[config.mk]
export PLATFORM = sky130hd
export DESIGN_NAME = gain_scheduled_pid_steering_flat
export DESIGN_NICKNAME = d
export VERILOG_FILES = /design/src/design/gsps_pkg.sv /design/src/design/gsps_in_if.sv /design/src/design/gsps_out_if.sv /design/src/design/gsps_seq.sv /design/src/design/gsps_dp.sv /design/src/design/gain_scheduled_pid_steering.sv /design/src/flat_wrapper.sv
export VERILOG_INCLUDE_DIRS = /design/src /design/src/design
export SDC_FILE = /design/constraint.sdc
export NUM_CORES = 2
export LEC_CHECK = 0
export ABC_AREA = 1
export BUFFER_PORTS_ARGS = -buffer_cell sky130_fd_sc_hd__buf_2
export CAP_MARGIN = 20
export CORE_AREA = 2 2 274 276
export DETAILED_ROUTE_END_ITERATION = 12
export DIE_AREA = 0 0 276 278
export PLACE_DENSITY = 0.79
export SETUP_SLACK_MARGIN = 0.3
export SLEW_MARGIN = 10
export SYNTH_ARGS = -nofsm -noshare
export SYNTH_HDL_FRONTEND = slang
export SYNTH_SLANG_ARGS = --single-unit
[constraint.sdc]
create_clock -name i_clk -period 11.2 [get_ports i_clk]
set_input_delay 0 -clock i_clk [delete_from_list [all_inputs] [get_ports i_clk]]
set_output_delay 0 -clock i_clk [all_outputs]
set_load 0.01 [all_outputs]
[src/design/gain_scheduled_pid_steering_macros.svh]
// assertion macros for the steering controller
// used by the top level only, no other dependencies
`ifndef GAIN_SCHEDULED_PID_STEERING_MACROS_SVH
`define GAIN_SCHEDULED_PID_STEERING_MACROS_SVH

// same-cycle implication, checked out of reset
`define GSPS_ASSERT_SAME(label, clk, rst_n, ante, cons, msg) \
    label: assert property (@(posedge clk) disable iff (!rst_n) (ante) |-> (cons)) \
        else $error(msg);

// next-cycle implication, checked out of reset
`define GSPS_ASSERT_NEXT(label, clk, rst_n, ante, cons, msg) \
    label: assert property (@(posedge clk) disable iff (!rst_n) (ante) |=> (cons)) \
        else $error(msg);

`endif

[src/design/gsps_pkg.sv]
// shared widths, constants, control word types and microcode rom
// no dependencies
package gsps_pkg;

    // field widths
    localparam int BRIGHT_W   = 7;
    localparam int SEL_W      = 2;
    localparam int DIR_W      = 16;
    localparam int THR_W      = 8;
    localparam int GAIN_W     = 16;
    localparam int CFG_IDX_W  = 3;
    localparam int CFG_DATA_W = 16;

    // error pair sum, kept as quotient and remainder of a division by 500
    localparam int SUM_BITS = 32;
    localparam int SUM_DIV  = 500;
    localparam int SQ_W     = SUM_BITS - 8;
    localparam int SR_W     = 9;

    // datapath widths
    localparam int ERR_W  = 9;
    localparam int DIFF_W = 10;
    localparam int D_W    = 18;
    localparam int U_W    = 25;
    localparam int Q_W    = 16;
    localparam int A_W    = 27;
    localparam int B_W    = ((SQ_W > 27) ? SQ_W : 27) + 1;
    localparam int P_W    = A_W + B_W;
    localparam int ACC_W  = ((SQ_W + 18) > 36) ? (SQ_W + 18) : 36;
    localparam int C_W    = 20;
    localparam int PC_W   = 4;

    // saturation bounds of the sum in quotient / remainder form
    localparam longint SUM_MAX  = (longint'(1) <<< (SUM_BITS - 1)) - 1;
    localparam longint SUM_MIN  = -SUM_MAX - 1;
    localparam longint SQ_MAX_L = SUM_MAX / SUM_DIV;
    localparam longint SR_MAX_L = SUM_MAX % SUM_DIV;
    localparam longint SQ_MIN_L = -((-SUM_MIN + SUM_DIV - 1) / SUM_DIV);
    localparam longint SR_MIN_L = SUM_MIN - SQ_MIN_L * SUM_DIV;

    localparam logic signed [SQ_W-1:0] SQ_MAX = SQ_W'(SQ_MAX_L);
    localparam logic signed [SQ_W-1:0] SQ_MIN = SQ_W'(SQ_MIN_L);
    localparam logic [SR_W-1:0]        SR_MAX = SR_W'(SR_MAX_L);
    localparam logic [SR_W-1:0]        SR_MIN = SR_W'(SR_MIN_L);

    // reciprocal of 500 for the remainder division
    localparam int     RECIP_SHIFT = 34;
    localparam longint RECIP_500   = (longint'(1) <<< RECIP_SHIFT) / SUM_DIV;
    localparam int     ROUND_BIAS  = SUM_DIV / 2;

    // output scaling
    localparam int DIR_LIMIT   = 409600;
    localparam int DIR_Q88_MAX = 25600;
    localparam int Q88_SHIFT   = 4;
    localparam int Q88_BIAS    = 8;

    localparam logic [GAIN_W-1:0] UNITY_GAIN = GAIN_W'(4096);

    // speed select codes
    localparam logic [SEL_W-1:0] SEL_STOP = 2'd0;
    localparam logic [SEL_W-1:0] SEL_SLOW = 2'd1;
    localparam logic [SEL_W-1:0] SEL_FAST = 2'd2;

    // register indexes
    localparam logic [CFG_IDX_W-1:0] REG_THRESHOLD  = 3'd0;
    localparam logic [CFG_IDX_W-1:0] REG_PROP_FAST  = 3'd1;
    localparam logic [CFG_IDX_W-1:0] REG_INTEG_FAST = 3'd2;
    localparam logic [CFG_IDX_W-1:0] REG_DERIV_FAST = 3'd3;
    localparam logic [CFG_IDX_W-1:0] REG_PROP_SLOW  = 3'd4;
    localparam logic [CFG_IDX_W-1:0] REG_INTEG_SLOW = 3'd5;
    localparam logic [CFG_IDX_W-1:0] REG_DERIV_SLOW = 3'd6;
    localparam logic [CFG_IDX_W-1:0] REG_START_GAIN = 3'd7;

    typedef struct packed {
        logic signed [THR_W-1:0] line_threshold;
        logic [GAIN_W-1:0]       prop_gain_fast;
        logic [GAIN_W-1:0]       integ_gain_fast;
        logic [GAIN_W-1:0]       deriv_gain_fast;
        logic [GAIN_W-1:0]       prop_gain_slow;
        logic [GAIN_W-1:0]       integ_gain_slow;
        logic [GAIN_W-1:0]       deriv_gain_slow;
        logic [GAIN_W-1:0]       start_gain;
    } t_cfg;

    localparam t_cfg CFG_RESET = '{
        line_threshold:  8'sd28,
        prop_gain_fast:  16'd3686,
        integ_gain_fast: 16'd4915,
        deriv_gain_fast: 16'd197,
        prop_gain_slow:  16'd4547,
        integ_gain_slow: 16'd16220,
        deriv_gain_slow: 16'd328,
        start_gain:      16'd1434
    };

    // control word fields
    typedef enum logic [2:0] {A_KP, A_KI, A_KD, A_KS, A_U, A_DIV} t_asel;
    typedef enum logic [2:0] {B_ERR, B_D250, B_SQ, B_SR, B_RECIP, B_QEST} t_bsel;
    typedef enum logic [1:0] {ACC_HOLD, ACC_CLEAR, ACC_ADD_PROD, ACC_ADD_QFIX} t_accop;
    typedef enum logic [1:0] {AUX_NONE, AUX_SUM_UPD, AUX_LOAD_U, AUX_LOAD_Q} t_aux;
    typedef enum logic [1:0] {J_NEXT, J_ALWAYS, J_STOPPED, J_STARTING} t_jump;

    typedef struct packed {
        t_asel            a_sel;
        t_bsel            b_sel;
        t_accop           acc_op;
        t_aux             aux;
        t_jump            jump;
        logic [PC_W-1:0]  target;
        logic             fin;
    } t_uword;

    typedef struct packed {
        logic stopped;
        logic starting;
    } t_dpstat;

    // program addresses
    localparam logic [PC_W-1:0] S_SUM   = 4'd0;
    localparam logic [PC_W-1:0] S_RMUL  = 4'd1;
    localparam logic [PC_W-1:0] S_LDU   = 4'd2;
    localparam logic [PC_W-1:0] S_RCP   = 4'd3;
    localparam logic [PC_W-1:0] S_LDQ   = 4'd4;
    localparam logic [PC_W-1:0] S_QMUL  = 4'd5;
    localparam logic [PC_W-1:0] S_QFIX  = 4'd6;
    localparam logic [PC_W-1:0] S_FIN   = 4'd7;
    localparam logic [PC_W-1:0] S_START = 4'd8;
    localparam logic [PC_W-1:0] S_SADD  = 4'd9;

    localparam t_uword UW_NOP = '{
        a_sel: A_KP, b_sel: B_ERR, acc_op: ACC_HOLD, aux: AUX_NONE,
        jump: J_NEXT, target: S_SUM, fin: 1'b0
    };

    function automatic t_uword uw(input t_asel a, input t_bsel b, input t_accop acc,
                                  input t_aux aux, input t_jump j,
                                  input logic [PC_W-1:0] tgt, input logic fin);
        t_uword w;
        w.a_sel  = a;
        w.b_sel  = b;
        w.acc_op = acc;
        w.aux    = aux;
        w.jump   = j;
        w.target = tgt;
        w.fin    = fin;
        return w;
    endfunction

    // microprogram; each product is registered in the product register before the accumulator takes it
    function automatic t_uword urom(input logic [PC_W-1:0] pc);
        t_uword w;
        case (pc)
            S_SUM:   w = uw(A_KP,  B_ERR,   ACC_CLEAR,    AUX_SUM_UPD, J_STOPPED,  S_FIN,   1'b0);
            S_RMUL:  w = uw(A_KI,  B_SR,    ACC_ADD_PROD, AUX_NONE,    J_STARTING, S_START, 1'b0);
            S_LDU:   w = uw(A_KD,  B_D250,  ACC_HOLD,     AUX_LOAD_U,  J_NEXT,     S_SUM,   1'b0);
            S_RCP:   w = uw(A_U,   B_RECIP, ACC_ADD_PROD, AUX_NONE,    J_NEXT,     S_SUM,   1'b0);
            S_LDQ:   w = uw(A_KI,  B_SQ,    ACC_HOLD,     AUX_LOAD_Q,  J_NEXT,     S_SUM,   1'b0);
            S_QMUL:  w = uw(A_DIV, B_QEST,  ACC_ADD_PROD, AUX_NONE,    J_NEXT,     S_SUM,   1'b0);
            S_QFIX:  w = uw(A_KP,  B_ERR,   ACC_ADD_QFIX, AUX_NONE,    J_NEXT,     S_SUM,   1'b0);
            S_FIN:   w = uw(A_KP,  B_ERR,   ACC_HOLD,     AUX_NONE,    J_NEXT,     S_SUM,   1'b1);
            S_START: w = uw(A_KS,  B_ERR,   ACC_CLEAR,    AUX_NONE,    J_NEXT,     S_SUM,   1'b0);
            S_SADD:  w = uw(A_KP,  B_ERR,   ACC_ADD_PROD, AUX_NONE,    J_ALWAYS,   S_FIN,   1'b0);
            default: w = uw(A_KP,  B_ERR,   ACC_HOLD,     AUX_NONE,    J_NEXT,     S_SUM,   1'b1);
        endcase
        return w;
    endfunction

endpackage

[src/design/gsps_in_if.sv]
// sample channel: valid / ready plus the sample payload
// depends on gsps_pkg
interface gsps_in_if import gsps_pkg::*; ();
    logic                valid;
    logic                ready;
    logic [BRIGHT_W-1:0] brightness;
    logic                starting;
    logic [SEL_W-1:0]    speed_select;

    modport source (output valid, output brightness, output starting,
                    output speed_select, input ready);
    modport sink (input valid, input brightness, input starting,
                  input speed_select, output ready);
endinterface

[src/design/gsps_out_if.sv]
// steering channel: valid / ready plus the q8.8 direction
// depends on gsps_pkg
interface gsps_out_if import gsps_pkg::*; ();
    logic                    valid;
    logic                    ready;
    logic signed [DIR_W-1:0] direction;

    modport source (output valid, output direction, input ready);
    modport sink (input valid, input direction, output ready);
endinterface

[src/design/gsps_seq.sv]
// microcode sequencer: step counter, rom lookup and conditional jumps
// depends on gsps_pkg
module gsps_seq import gsps_pkg::*; (
    input  logic    i_clk,
    input  logic    i_rst_n,
    input  logic    i_start,
    input  logic    i_out_free,
    input  t_dpstat i_stat,
    output logic    o_busy,
    output logic    o_fire,
    output t_uword  o_uword
);

    logic            r_busy, n_busy;
    logic [PC_W-1:0] r_pc, n_pc;
    t_uword          w_word;
    logic            w_taken;

    always_comb begin
        w_word  = urom(r_pc);
        w_taken = (w_word.jump == J_ALWAYS)
                || ((w_word.jump == J_STOPPED) && i_stat.stopped)
                || ((w_word.jump == J_STARTING) && i_stat.starting);
        o_uword = r_busy ? w_word : UW_NOP;
        o_fire  = r_busy && w_word.fin && i_out_free;
        o_busy  = r_busy;

        n_busy = r_busy;
        n_pc   = r_pc;
        if (i_start) begin
            n_busy = 1'b1;
            n_pc   = S_SUM;
        end else if (r_busy) begin
            if (w_word.fin) begin
                // hold on the final step until the output register frees up
                if (i_out_free) begin
                    n_busy = 1'b0;
                end
            end else begin
                n_pc = w_taken ? w_word.target : PC_W'(r_pc + 1'b1);
            end
        end
    end

    always_ff @(posedge i_clk) begin
        if (!i_rst_n) begin
            r_busy <= 1'b0;
            r_pc   <= S_SUM;
        end else begin
            r_busy <= n_busy;
            r_pc   <= n_pc;
        end
    end

endmodule

[src/design/gsps_dp.sv]
// datapath: error history, split error sum, shared multiplier, accumulator
// depends on gsps_pkg; driven by the control word of gsps_seq
module gsps_dp import gsps_pkg::*; (
    input  logic                    i_clk,
    input  logic                    i_rst_n,
    input  t_uword                  i_ctrl,
    input  logic                    i_load,
    input  logic [BRIGHT_W-1:0]     i_brightness,
    input  logic                    i_starting,
    input  logic [SEL_W-1:0]        i_speed_select,
    input  t_cfg                    i_cfg,
    output t_dpstat                 o_stat,
    output logic signed [DIR_W-1:0] o_direction
);

    // per-sample registers
    logic signed [ERR_W-1:0] r_err;
    logic [SEL_W-1:0]        r_sel;
    logic                    r_start;

    // controller state
    logic signed [ERR_W-1:0] r_prev;
    logic signed [SQ_W-1:0]  r_sq;
    logic [SR_W-1:0]         r_sr;

    // working registers
    logic signed [D_W-1:0]   r_d250;
    logic [U_W-1:0]          r_u;
    logic [Q_W-1:0]          r_q;
    logic signed [P_W-1:0]   r_prod;
    logic signed [ACC_W-1:0] r_acc;

    logic signed [ERR_W-1:0]  n_err;
    logic signed [P_W-1:0]    n_prod;
    logic signed [ACC_W-1:0]  n_acc;
    logic signed [SQ_W-1:0]   n_sq;
    logic [SR_W-1:0]          n_sr;
    logic signed [D_W-1:0]    n_d250;
    logic [U_W-1:0]           n_u;

    logic [GAIN_W-1:0]        w_kp, w_ki, w_kd;
    logic signed [A_W-1:0]    w_a;
    logic signed [B_W-1:0]    w_b;
    logic signed [DIFF_W-1:0] w_delta, w_diff;
    logic signed [DIFF_W:0]   w_tsr;
    logic signed [2:0]        w_qinc;
    logic signed [SQ_W-1:0]   w_sq_adj;
    logic [SR_W-1:0]          w_sr_adj;
    logic [U_W-1:0]           w_rem;
    logic                     w_fix;
    logic signed [C_W-1:0]    w_clamp;
    logic signed [C_W:0]      w_rnd;

    localparam logic signed [ACC_W-1:0] ACC_LIM  = ACC_W'(DIR_LIMIT);
    localparam logic signed [ACC_W-1:0] ACC_NLIM = ACC_W'(-DIR_LIMIT);

    assign n_err = $signed({2'b00, i_brightness}) - ERR_W'(i_cfg.line_threshold);

    // gain set
    always_comb begin
        case (r_sel)
            SEL_FAST: begin
                w_kp = i_cfg.prop_gain_fast;
                w_ki = i_cfg.integ_gain_fast;
                w_kd = i_cfg.deriv_gain_fast;
            end
            SEL_SLOW: begin
                w_kp = i_cfg.prop_gain_slow;
                w_ki = i_cfg.integ_gain_slow;
                w_kd = i_cfg.deriv_gain_slow;
            end
            default: begin
                w_kp = UNITY_GAIN;
                w_ki = '0;
                w_kd = '0;
            end
        endcase
    end

    // shared multiplier operands
    always_comb begin
        case (i_ctrl.a_sel)
            A_KP:    w_a = A_W'(w_kp);
            A_KI:    w_a = A_W'(w_ki);
            A_KD:    w_a = A_W'(w_kd);
            A_KS:    w_a = A_W'(i_cfg.start_gain);
            A_U:     w_a = A_W'(r_u);
            A_DIV:   w_a = A_W'(SUM_DIV);
            default: w_a = '0;
        endcase
        case (i_ctrl.b_sel)
            B_ERR:   w_b = B_W'(r_err);
            B_D250:  w_b = B_W'(r_d250);
            B_SQ:    w_b = B_W'(r_sq);
            B_SR:    w_b = B_W'(r_sr);
            B_RECIP: w_b = B_W'(RECIP_500);
            B_QEST:  w_b = B_W'(r_q);
            default: w_b = '0;
        endcase
        n_prod = w_a * w_b;
    end

    // sum update in quotient / remainder form, saturating
    always_comb begin
        w_delta = DIFF_W'(r_err) + DIFF_W'(r_prev);
        w_diff  = DIFF_W'(r_err) - DIFF_W'(r_prev);
        w_tsr   = $signed({2'b00, r_sr}) + (DIFF_W + 1)'(w_delta);
        if (w_tsr < 0) begin
            w_sr_adj = SR_W'(w_tsr + (DIFF_W + 1)'(SUM_DIV));
            w_qinc   = -3'sd1;
        end else if (w_tsr >= (DIFF_W + 1)'(2 * SUM_DIV)) begin
            w_sr_adj = SR_W'(w_tsr - (DIFF_W + 1)'(2 * SUM_DIV));
            w_qinc   = 3'sd2;
        end else if (w_tsr >= (DIFF_W + 1)'(SUM_DIV)) begin
            w_sr_adj = SR_W'(w_tsr - (DIFF_W + 1)'(SUM_DIV));
            w_qinc   = 3'sd1;
        end else begin
            w_sr_adj = SR_W'(w_tsr);
            w_qinc   = 3'sd0;
        end
        w_sq_adj = r_sq + SQ_W'(w_qinc);
        if ((w_sq_adj > SQ_MAX) || ((w_sq_adj == SQ_MAX) && (w_sr_adj > SR_MAX))) begin
            n_sq = SQ_MAX;
            n_sr = SR_MAX;
        end else if ((w_sq_adj < SQ_MIN) || ((w_sq_adj == SQ_MIN) && (w_sr_adj < SR_MIN))) begin
            n_sq = SQ_MIN;
            n_sr = SR_MIN;
        end else begin
            n_sq = w_sq_adj;
            n_sr = w_sr_adj;
        end
        // 250 * diff as shifts
        n_d250 = (D_W'(w_diff) <<< 8) - (D_W'(w_diff) <<< 2) - (D_W'(w_diff) <<< 1);
    end

    // remainder numerator with half-step bias, one less for a negative sum
    assign n_u = r_prod[U_W-1:0]
               + (r_sq[SQ_W-1] ? U_W'(ROUND_BIAS - 1) : U_W'(ROUND_BIAS));

    // quotient correction
    assign w_rem = r_u - r_prod[U_W-1:0];
    assign w_fix = (w_rem >= U_W'(SUM_DIV));

    always_comb begin
        case (i_ctrl.acc_op)
            ACC_CLEAR:    n_acc = '0;
            ACC_ADD_PROD: n_acc = r_acc + ACC_W'(r_prod);
            ACC_ADD_QFIX: n_acc = r_acc + ACC_W'(r_q) + ACC_W'(w_fix);
            default:      n_acc = r_acc;
        endcase
    end

    // clamp, negate and round to q8.8
    always_comb begin
        if (r_acc > ACC_LIM) begin
            w_clamp = C_W'(DIR_LIMIT);
        end else if (r_acc < ACC_NLIM) begin
            w_clamp = C_W'(-DIR_LIMIT);
        end else begin
            w_clamp = r_acc[C_W-1:0];
        end
        w_rnd = ((w_clamp > 0) ? (C_W + 1)'(Q88_BIAS - 1) : (C_W + 1)'(Q88_BIAS))
              - (C_W + 1)'(w_clamp);
        o_direction = DIR_W'(w_rnd >>> Q88_SHIFT);
    end

    assign o_stat.stopped  = (r_sel == SEL_STOP);
    assign o_stat.starting = r_start;

    always_ff @(posedge i_clk) begin
        if (i_load) begin
            r_err   <= n_err;
            r_sel   <= i_speed_select;
            r_start <= i_starting;
        end
        r_prod <= n_prod;
        r_acc  <= n_acc;
        if (i_ctrl.aux == AUX_SUM_UPD) begin
            r_d250 <= n_d250;
        end
        if (i_ctrl.aux == AUX_LOAD_U) begin
            r_u <= n_u;
        end
        if (i_ctrl.aux == AUX_LOAD_Q) begin
            r_q <= r_prod[RECIP_SHIFT +: Q_W];
        end
    end

    always_ff @(posedge i_clk) begin
        if (!i_rst_n) begin
            r_prev <= '0;
            r_sq   <= '0;
            r_sr   <= '0;
        end else if (i_ctrl.aux == AUX_SUM_UPD) begin
            r_prev <= r_err;
            r_sq   <= n_sq;
            r_sr   <= n_sr;
        end
    end

endmodule

[src/design/gain_scheduled_pid_steering.sv]
// gain scheduled pid steering controller, top level
// a new sample is taken only once the program for the last one has finished; the pid, start
//   and stopped modes take different paths through the program; a full output register adds stall
// the shared 27x28 multiplier walked by the microprogram sets the step count
// reset: synchronous active low, clears sequencer, output valid, error history and sum,
//   loads register defaults; depends on gsps_pkg, gsps_in_if, gsps_out_if, gsps_seq, gsps_dp
`include "gain_scheduled_pid_steering_macros.svh"

module gain_scheduled_pid_steering import gsps_pkg::*; (
    input  logic                  i_clk,
    input  logic                  i_rst_n,
    input  logic                  i_cfg_we,
    input  logic [CFG_IDX_W-1:0]  i_cfg_idx,
    input  logic [CFG_DATA_W-1:0] i_cfg_data,
    gsps_in_if.sink               i_sample,
    gsps_out_if.source            o_steer
);

    t_cfg                    r_cfg;
    logic                    r_out_valid;
    logic signed [DIR_W-1:0] r_dir;

    logic                    w_busy;
    logic                    w_fire;
    logic                    w_accept;
    logic                    w_out_free;
    t_uword                  w_uword;
    t_dpstat                 w_stat;
    logic signed [DIR_W-1:0] w_dir;

    // one sample at a time: ready whenever the sequencer is idle
    assign i_sample.ready = !w_busy;
    assign w_accept       = i_sample.valid && !w_busy;

    // output slot frees when empty or drained this cycle
    assign w_out_free = !r_out_valid || o_steer.ready;

    assign o_steer.valid     = r_out_valid;
    assign o_steer.direction = r_dir;

    // register file, write only
    always_ff @(posedge i_clk) begin
        if (!i_rst_n) begin
            r_cfg <= CFG_RESET;
        end else if (i_cfg_we) begin
            case (i_cfg_idx)
                REG_THRESHOLD:  r_cfg.line_threshold  <= i_cfg_data[THR_W-1:0];
                REG_PROP_FAST:  r_cfg.prop_gain_fast  <= i_cfg_data;
                REG_INTEG_FAST: r_cfg.integ_gain_fast <= i_cfg_data;
                REG_DERIV_FAST: r_cfg.deriv_gain_fast <= i_cfg_data;
                REG_PROP_SLOW:  r_cfg.prop_gain_slow  <= i_cfg_data;
                REG_INTEG_SLOW: r_cfg.integ_gain_slow <= i_cfg_data;
                REG_DERIV_SLOW: r_cfg.deriv_gain_slow <= i_cfg_data;
                REG_START_GAIN: r_cfg.start_gain      <= i_cfg_data;
                default: begin
                end
            endcase
        end
    end

    // microprogram control
    gsps_seq u_seq (
        .i_clk      (i_clk),
        .i_rst_n    (i_rst_n),
        .i_start    (w_accept),
        .i_out_free (w_out_free),
        .i_stat     (w_stat),
        .o_busy     (w_busy),
        .o_fire     (w_fire),
        .o_uword    (w_uword)
    );

    // arithmetic and controller state
    gsps_dp u_dp (
        .i_clk          (i_clk),
        .i_rst_n        (i_rst_n),
        .i_ctrl         (w_uword),
        .i_load         (w_accept),
        .i_brightness   (i_sample.brightness),
        .i_starting     (i_sample.starting),
        .i_speed_select (i_sample.speed_select),
        .i_cfg          (r_cfg),
        .o_stat         (w_stat),
        .o_direction    (w_dir)
    );

    // output register, loaded on the final step of the program
    always_ff @(posedge i_clk) begin
        if (!i_rst_n) begin
            r_out_valid <= 1'b0;
        end else if (w_fire) begin
            r_out_valid <= 1'b1;
        end else if (o_steer.ready) begin
            r_out_valid <= 1'b0;
        end
    end

    always_ff @(posedge i_clk) begin
        if (w_fire) begin
            r_dir <= w_dir;
        end
    end

    // checks
    `GSPS_ASSERT_SAME(a_busy_blocks_input, i_clk, i_rst_n, w_busy, !i_sample.ready, "sample ready while program runs")
    `GSPS_ASSERT_NEXT(a_accept_starts_program, i_clk, i_rst_n, i_sample.valid && i_sample.ready, w_busy, "accepted beat did not start the program")
    `GSPS_ASSERT_SAME(a_direction_in_range, i_clk, i_rst_n, o_steer.valid, (o_steer.direction <= DIR_W'(DIR_Q88_MAX)) && (o_steer.direction >= DIR_W'(-DIR_Q88_MAX)), "direction beyond clamp")

endmodule

[src/flat_wrapper.sv]
// flat-port wrapper written by rule: the top's interface ports become plain ports
module gain_scheduled_pid_steering_flat import gsps_pkg::*;
  (i_clk, i_rst_n, i_cfg_we, i_cfg_idx, i_cfg_data, i_sample_valid, i_sample_brightness, i_sample_starting, i_sample_speed_select, i_sample_ready, o_steer_valid, o_steer_direction, o_steer_ready);
  gsps_in_if i_sample_i ();
  gsps_out_if o_steer_i ();
  input  logic i_clk;
  input  logic i_rst_n;
  input  logic i_cfg_we;
  input  logic [CFG_IDX_W-1:0] i_cfg_idx;
  input  logic [CFG_DATA_W-1:0] i_cfg_data;
  input wire logic [$bits(i_sample_i.valid)-1:0] i_sample_valid;
  input wire logic [$bits(i_sample_i.brightness)-1:0] i_sample_brightness;
  input wire logic [$bits(i_sample_i.starting)-1:0] i_sample_starting;
  input wire logic [$bits(i_sample_i.speed_select)-1:0] i_sample_speed_select;
  output wire logic [$bits(i_sample_i.ready)-1:0] i_sample_ready;
  output wire logic [$bits(o_steer_i.valid)-1:0] o_steer_valid;
  output wire logic [$bits(o_steer_i.direction)-1:0] o_steer_direction;
  input wire logic [$bits(o_steer_i.ready)-1:0] o_steer_ready;
  assign i_sample_i.valid = i_sample_valid;
  assign i_sample_i.brightness = i_sample_brightness;
  assign i_sample_i.starting = i_sample_starting;
  assign i_sample_i.speed_select = i_sample_speed_select;
  assign i_sample_ready = i_sample_i.ready;
  assign o_steer_valid = o_steer_i.valid;
  assign o_steer_direction = o_steer_i.direction;
  assign o_steer_i.ready = o_steer_ready;
  gain_scheduled_pid_steering u_core (.i_clk(i_clk), .i_rst_n(i_rst_n), .i_cfg_we(i_cfg_we), .i_cfg_idx(i_cfg_idx), .i_cfg_data(i_cfg_data), .i_sample(i_sample_i), .o_steer(o_steer_i));
endmodule
# Word-level counts from Yosys, hierarchy flattened
# Memory sizes are Yosys's and may differ from the RTL's. A register that Yosys moved wholly into a read port is not among the register bits.
# Cells that the tools add are included.
[word_totals] reg_bits=347 latch_bits=0 ram_bits=0 mem_bits_ro=272 input_bits=34 out_inout_bits=18 wordCells=145 mem_count=1
[memory_table] name="(name not given)" depth=16 word_bits=17 read_ports=1 rd_clocked_by_memory_dff=1 wr=0 line_no="gsps_pkg.sv:152" rtl="case (pc)"
[op_classes] add_sub_neg=17 n_mul=1 div_mod_pow=0 order_cmp=11 eq_ne=30 shifts=0 n_mux=30 bitwise=2 n_reduce_logical=30
[op_table] operator="$pmux 28 s6" n=1
[op_table] operator="$pmux 25 s6" n=1
[op_table] operator="$pmux 42 s3" n=1
[op_table] operator="$pmux 16 s2" n=3
[op_table] operator="$mul 26x28->50" n=1
[op_table] operator="$eq 24x24->1 const B" n=2
[op_table] operator="$mux 24" n=2
[op_table] operator="$mux 9" n=5
[op_table] operator="$add 42x1->42" n=1
[op_table] operator="$add 42x16->42" n=1
[op_table] operator="$add 42x42->42" n=1
[op_table] operator="$gt 42x20->1 const B" n=1
[op_table] operator="$lt 42x20->1 const B" n=1
[op_table] operator="$mux 20" n=2
[op_table] operator="$add 25x8->25" n=1
[op_table] operator="$ge 25x9->1 const B" n=1
[op_table] operator="$sub 25x25->25" n=1
[op_table] operator="$add 24x3->24" n=1
[op_table] operator="$eq 3x3->1 const B" n=8
[op_table] operator="$gt 24x24->1 const B" n=1
[op_table] operator="$lt 24x24->1 const B" n=1
[op_table] operator="$gt 20x1->1 const B" n=1
[op_table] operator="$sub 5x20->20" n=1
[op_table] operator="$eq 3x2->1 const B" n=6
[op_table] operator="33 further kinds" n=76

# Longest topological paths before layout
[depth] ltp_word=12 depth_mapped=43 mapped_depth_nobuf=43

# Cells and area by module
# Synthesis repeated with hierarchy kept, for this count alone.
[unflattened] hier_cells=6259 hier_area_um2=48531.5
[by_module_without_submodules] module="gsps_dp" n_inst=1 cells_per_inst=5445 area_each_um2=42410.7 seq_area_each_um2=5205.0
[by_module_without_submodules] module="gain_scheduled_pid_steering" n_inst=1 cells_per_inst=659 area_each_um2=5053.6 seq_area_each_um2=2902.8
[by_module_without_submodules] module="gsps_seq" n_inst=1 cells_per_inst=155 area_each_um2=1067.3 seq_area_each_um2=380.4

# Worst setup path after synthesis
# Ideal clock, no wire load.
[synth_timing] kind="flip-flop to flip-flop" from="register u_core.u_seq.r_busy, in the netlist u_core.u_seq.o_busy" to="register u_core.u_dp.r_prod[48]" setup_ns=0.133 arrival_ns=7.738 required_ns=11.067 setup_slack_ns=3.329 stages_incl_launch_ff=33 n_path_buf=3 synth_period_minus_slack_ns=7.871 path_cell_list="dfxtp_1 -> buf_2 -> nand2_1 -> nor2_1 -> inv_1 -> nor2_1 -> buf_2 -> nand3_1 -> nand4_1 -> clkinv_1 -> clkbuf_1 -> nor2_1 -> fa_1 -> inv_1 -> fa_1 -> inv_1 -> fa_1 -> fa_1 -> fa_1 -> fa_1 -> inv_1 -> fa_1 -> inv_1 -> ha_1 -> nand2_1 -> nor2_1 -> inv_1 -> nor4_1 -> nand3_1 -> nand3_1 -> a21o_1 -> a221oi_1 -> xor2_1"
[synth_via] elab_chain_len=4 elab_cells_between_ends=16 cone_classes="mul: 1; eq/ne: 10; mux: 3; reduce/logical: 2"
[synth_rtl] item="from (decl)" line_no="gsps_seq.sv:14" rtl="logic r_busy, n_busy;"
[synth_rtl] item="from (signal assigned)" line_no="gsps_seq.sv:50" rtl="r_busy <= n_busy;"
[synth_rtl] item="$mux 17 (*)" line_no="gsps_seq.sv:24" rtl="o_uword = r_busy ? w_word : UW_NOP;"
[synth_rtl] item="$eq 3x3->1 (tied with other cells)" line_no="gsps_dp.sv:82" rtl="case (i_ctrl.a_sel)"
[synth_rtl] item="$pmux 25 s6 or $pmux 28 s6 (tied branches)" line_no="gsps_dp.sv:82, gsps_dp.sv:91"
[synth_rtl] item="$mul 26x28->50 (*)" line_no="gsps_dp.sv:100" rtl="n_prod = w_a * w_b;"
[synth_rtl] item="via u_core.u_dp.n_prod[48]" line_no="gsps_dp.sv:34" rtl="logic signed [P_W-1:0] n_prod;"
[synth_rtl] item="to (signal assigned)" line_no="gsps_dp.sv:176" rtl="r_prod <= n_prod;"
[synth_rtl] item="to (decl)" line_no="gsps_dp.sv:30" rtl="logic signed [P_W-1:0] r_prod;"
# Mark *: on every way through the listed nets, which the timed path passes. The rest lies on a longest branch.
# A chain may end at the register's enable or synchronous reset.

# Worst setup path after layout
# Ends and elaborated chain as after synthesis.

==> flow_summary_export.csv <==
group,metric,value,unit
yosys,syn-instance-count,6046,
clock_tree,cts_sinks,360,
drt,ant_nets,0,
clock_tree,cts-root-buf,"clkbuf_16",
timing,drv_slew,0,
cells_and_area,layout_common_cells,"1362 x inv_1, 1045 x nand2_1, 702 x fa_1, 674 x nor2_1, 317 x ha_1",
timing,skew,0.0604,ns
critical_path,cp_num_cells,28,
grt,overflow,0,
yosys,yosysUniqueCellTypes,66,
yosys,synth_ff_type,"dfxtp_1",
critical_path,reg2reg_from,"u_core.u_seq.o_busy",
place,dp.cells,7056,
hold_path,hold_path_end,"u_core.r_cfg[102]",
timing,tns,0,ns
yosys,async_flop_share,0,
place,place.detailed.hpwl,112000,um
critical_path,max_stage_delay,0.78,ns
timing,slew_headroom,0.246,
critical_path,crit_path_end_kind,"flop",
clock_tree,numCtsBuffers,41,
timing,fmax,101,MHz
timing,setup_viol,0,
yosys,netlist_area,0.0474,mm^2
clock_tree,clk_pin_slew,0.06,ns
hold_path,hold_depth,6,
critical_path,critPathBufInv,6,
cells_and_area,final_common_cell,"inv_1",
critical_path,crit_path_frequent_cell,"fa_1",
power,peakVddDrop,402,uV
timing,period_minus_slack,9.93,ns
timing,final.period_utilization,0.887,
power,leakage,26.0,nW
critical_path,r2r_end,"u_core.u_dp.r_prod[48]",
critical_path,cp_data_arrival_time,10.47,ns
drt,drcViolationCount,8,
yosys,synth_seq_cells,360,
grt,grt_max_degree,115,
drt,wl,140000,um
drt,route.detailed.wl_per_inst,19.5,um
cells_and_area,areaGrowthSynthToFinish,7.17,%
timing,finalHoldViolCount,0,
cells_and_area,drive_above_1_share,0.0434,
grt,antenna_found_initial,2,
clock_tree,htreeDepth,2,
die,die_x,276,um
yosys,synth_warnings,0,
drt,via_per_inst,5.72,
yosys,synth_edf_count,128,
critical_path,worst-endpoint-required,11.74,ns
die,dieHeight,278,um
grt,grt_usage,0.372,
timing,worstMarginPinSlew,1.13,ns
critical_path,cp-start-kind,"flop",
die,rows,100,
drt,drt-initial-drc-count,4102,
clock_tree,clk-insertion-delay-late,0.61,ns
power,finalPower,12.9,mW
cells_and_area,fin_cells,7163,
critical_path,crit_type,"reg -> reg",
clock_tree,cts_resized,0,
cells_and_area,final_nets,7217,
die,die_area,0.0767,mm^2
cells_and_area,fillCellCount,6030,
die,core,0.0738,mm^2
timing,rsz0062_at_grt,"false",
critical_path,critPathTopFamily,"adder cells",
place,port-buffer-count,51,
critical_path,worst_path_max_delay_cell,"fa_1",
hold_path,min_path_type,"in -> reg",
grt,grt_pass1_wl,223000,um
clock_tree,clk_path_buf_depth,3,
yosys,seq_area_frac_synth,0.179,
flow_run,drv_cap,0,
clock_tree,hold_buffers,32,
critical_path,rr_worst_depth,28,
outcome,violations,"DRC",
drt,num_vias,41000,
critical_path,worstPathMaxFanout,21,
drt,firstDrtPassIters,10,
hold_path,holdCritStartpoint,"i_cfg_idx[2]",
yosys,synth.avg_cell_area,7.84,um^2
place,globalplace.congestion,0.978,
power,powerDensity,255,mW/mm^2
die,io_pins,52,
clock_tree,cts_tree,"done",
die,initial_core_util,0.642,
outcome,status,"finished with violations",
clock_tree,post_cts_buffers,0,
critical_path,ff2ff_setup_slack,1.27,ns
grt,grt_pass1_vias,41200,
[flip-flops by register name, summed over array words and instances (netlist names), 2 cells and up]
| register | flops |
|---|---|
| u_core.u_dp.r_prod | 50 |
| u_core.u_dp.r_d250 | 17 |
| u_core.u_dp.r_err | 9 |
| u_core.r_cfg | 120 |
| u_core.u_seq.r_pc | 4 |
| u_core.u_dp.r_q | 16 |
| u_core.u_dp.r_acc | 42 |
| u_core.u_seq.w_word | 14 |
| u_core.u_dp.r_sq | 24 |
| u_core.u_dp.r_u | 25 |
| u_core.u_dp.r_sr | 9 |
| u_core.u_dp.r_prev | 9 |
| u_core.o_steer.direction | 16 |
| u_core.u_dp.r_sel | 2 |
[kinds of logic (layout without fill, tap and decap cells)]
family | count (synthesis) | in the layout | synth area share
DFF | 360 | 360 | 0.179
xor gates and xnor gates | 186 | 186 | 0.0345
other | 2 | 78 | 0.000158
AOI/OAI and AO/OA | 782 | 782 | 0.0940
adders and majority gates | 1019 | 1019 | 0.380
buffers and inverters | 1544 | 1616 | 0.124
and+or+nand+nor | 2153 | 2153 | 0.188
[synthesized netlist by cell type, drive strengths merged (2+ instances only)]
library cell | n | area (um^2)
ha | 317 | 3970
and2 | 2 | 12.5
o21bai | 20 | 150
nor2 | 686 | 2620
o311ai | 3 | 26.3
fa | 702 | 14100
dfxtp | 232 | 4640
a2111oi | 2 | 17.5
a32oi | 10 | 87.6
a31oi | 23 | 144
conb | 2 | 7.51
o31ai | 11 | 82.6
nand3b | 11 | 86.3
or2 | 14 | 87.6
and3 | 2 | 12.5
o22ai | 17 | 106
nand4 | 46 | 300
nor3b | 3 | 22.5
nand2 | 1066 | 4090
clkinv | 16 | 60.1
o21a | 12 | 90.1
nand3 | 251 | 1290
o2111ai | 2 | 17.5
a211oi | 6 | 45.0
o221a | 2 | 22.5
clkbuf | 130 | 490
a22o | 43 | 377
a21oi | 313 | 1570
xnor2 | 65 | 569
a21o | 8 | 60.1
inv | 1373 | 5160
nor4 | 17 | 106
xor2 | 121 | 1070
o211ai | 20 | 150
edfxtp | 128 | 3840
buf | 25 | 150
a221oi | 5 | 43.8
o21ai | 276 | 1390
nor3 | 55 | 295
[worst min-delay path: stages]
cell     delay, ns
buf_2         0.09
nor2_1        0.04
inv_1         0.10
nor2_1        0.16
nand2_1       0.09
nand3_1       0.07
[worst max path at each step]
stage | from | to | slack (ns)
floorplan | u_core.u_seq.o_busy | u_core.u_dp.r_prod[48] | 3.33
global placement | u_core.u_dp.r_sel[0] | u_core.u_dp.r_prod[48] | 1.70
detailed placement | u_core.u_seq.o_busy | u_core.u_dp.r_prod[48] | 1.50
CTS | u_core.u_seq.o_busy | u_core.u_dp.r_prod[48] | 1.50
global route | u_core.u_seq.o_busy | u_core.u_dp.r_prod[48] | 0.76
finish | u_core.u_seq.o_busy | u_core.u_dp.r_prod[48] | 1.27
[stage by stage]
| stage | area [um^2] | worst slack, ns | hold slack (ns) | utilization |
|---|---|---|---|---|
| after floorplan | 47700 | 3.33 | 0.0989 | - |
| after global placement | 49100 | 1.70 | 0.180 | 0.665 |
| after detailed placement | 49100 | 1.50 | 0.180 | 0.665 |
| after CTS | 50800 | 1.50 | 0.00210 | 0.688 |
| after global routing | 50800 | 0.759 | 0.0796 | 0.688 |
| final | 50800 | 1.27 | 0.0373 | 0.688 |
[where the power goes]
| group | internal, mW | switching, mW |
|---|---|---|
| clock network | 0.763 | 0.597 |
| registers | 1.71 | 0.229 |
| logic | 3.55 | 6.09 |
[final cells by class]
class	instances	area, um^2	area share
clock buffer	52	1150	0.0227
inverter	1389	5220	0.103
tap	969	1210	0.0239
multi-input combinational	4216	33400	0.657
antenna	2	5.00	0.0000985
clock inverter	19	194	0.00382
timing repair buffer	156	1150	0.0226
sequential	360	8490	0.167
[layer usage]
metal / GRT usage / part of all wire / vias up
li1: - / - / 18800
met1: 0.506 / 0.40 / 19700
met2: 0.583 / 0.44 / 2157
met3: 0.0865 / 0.12 / 389
met4: 0.137 / 0.043 / 0
met5: 0 / 0 / -
Note: power is estimated with default switching activity, not from simulation.
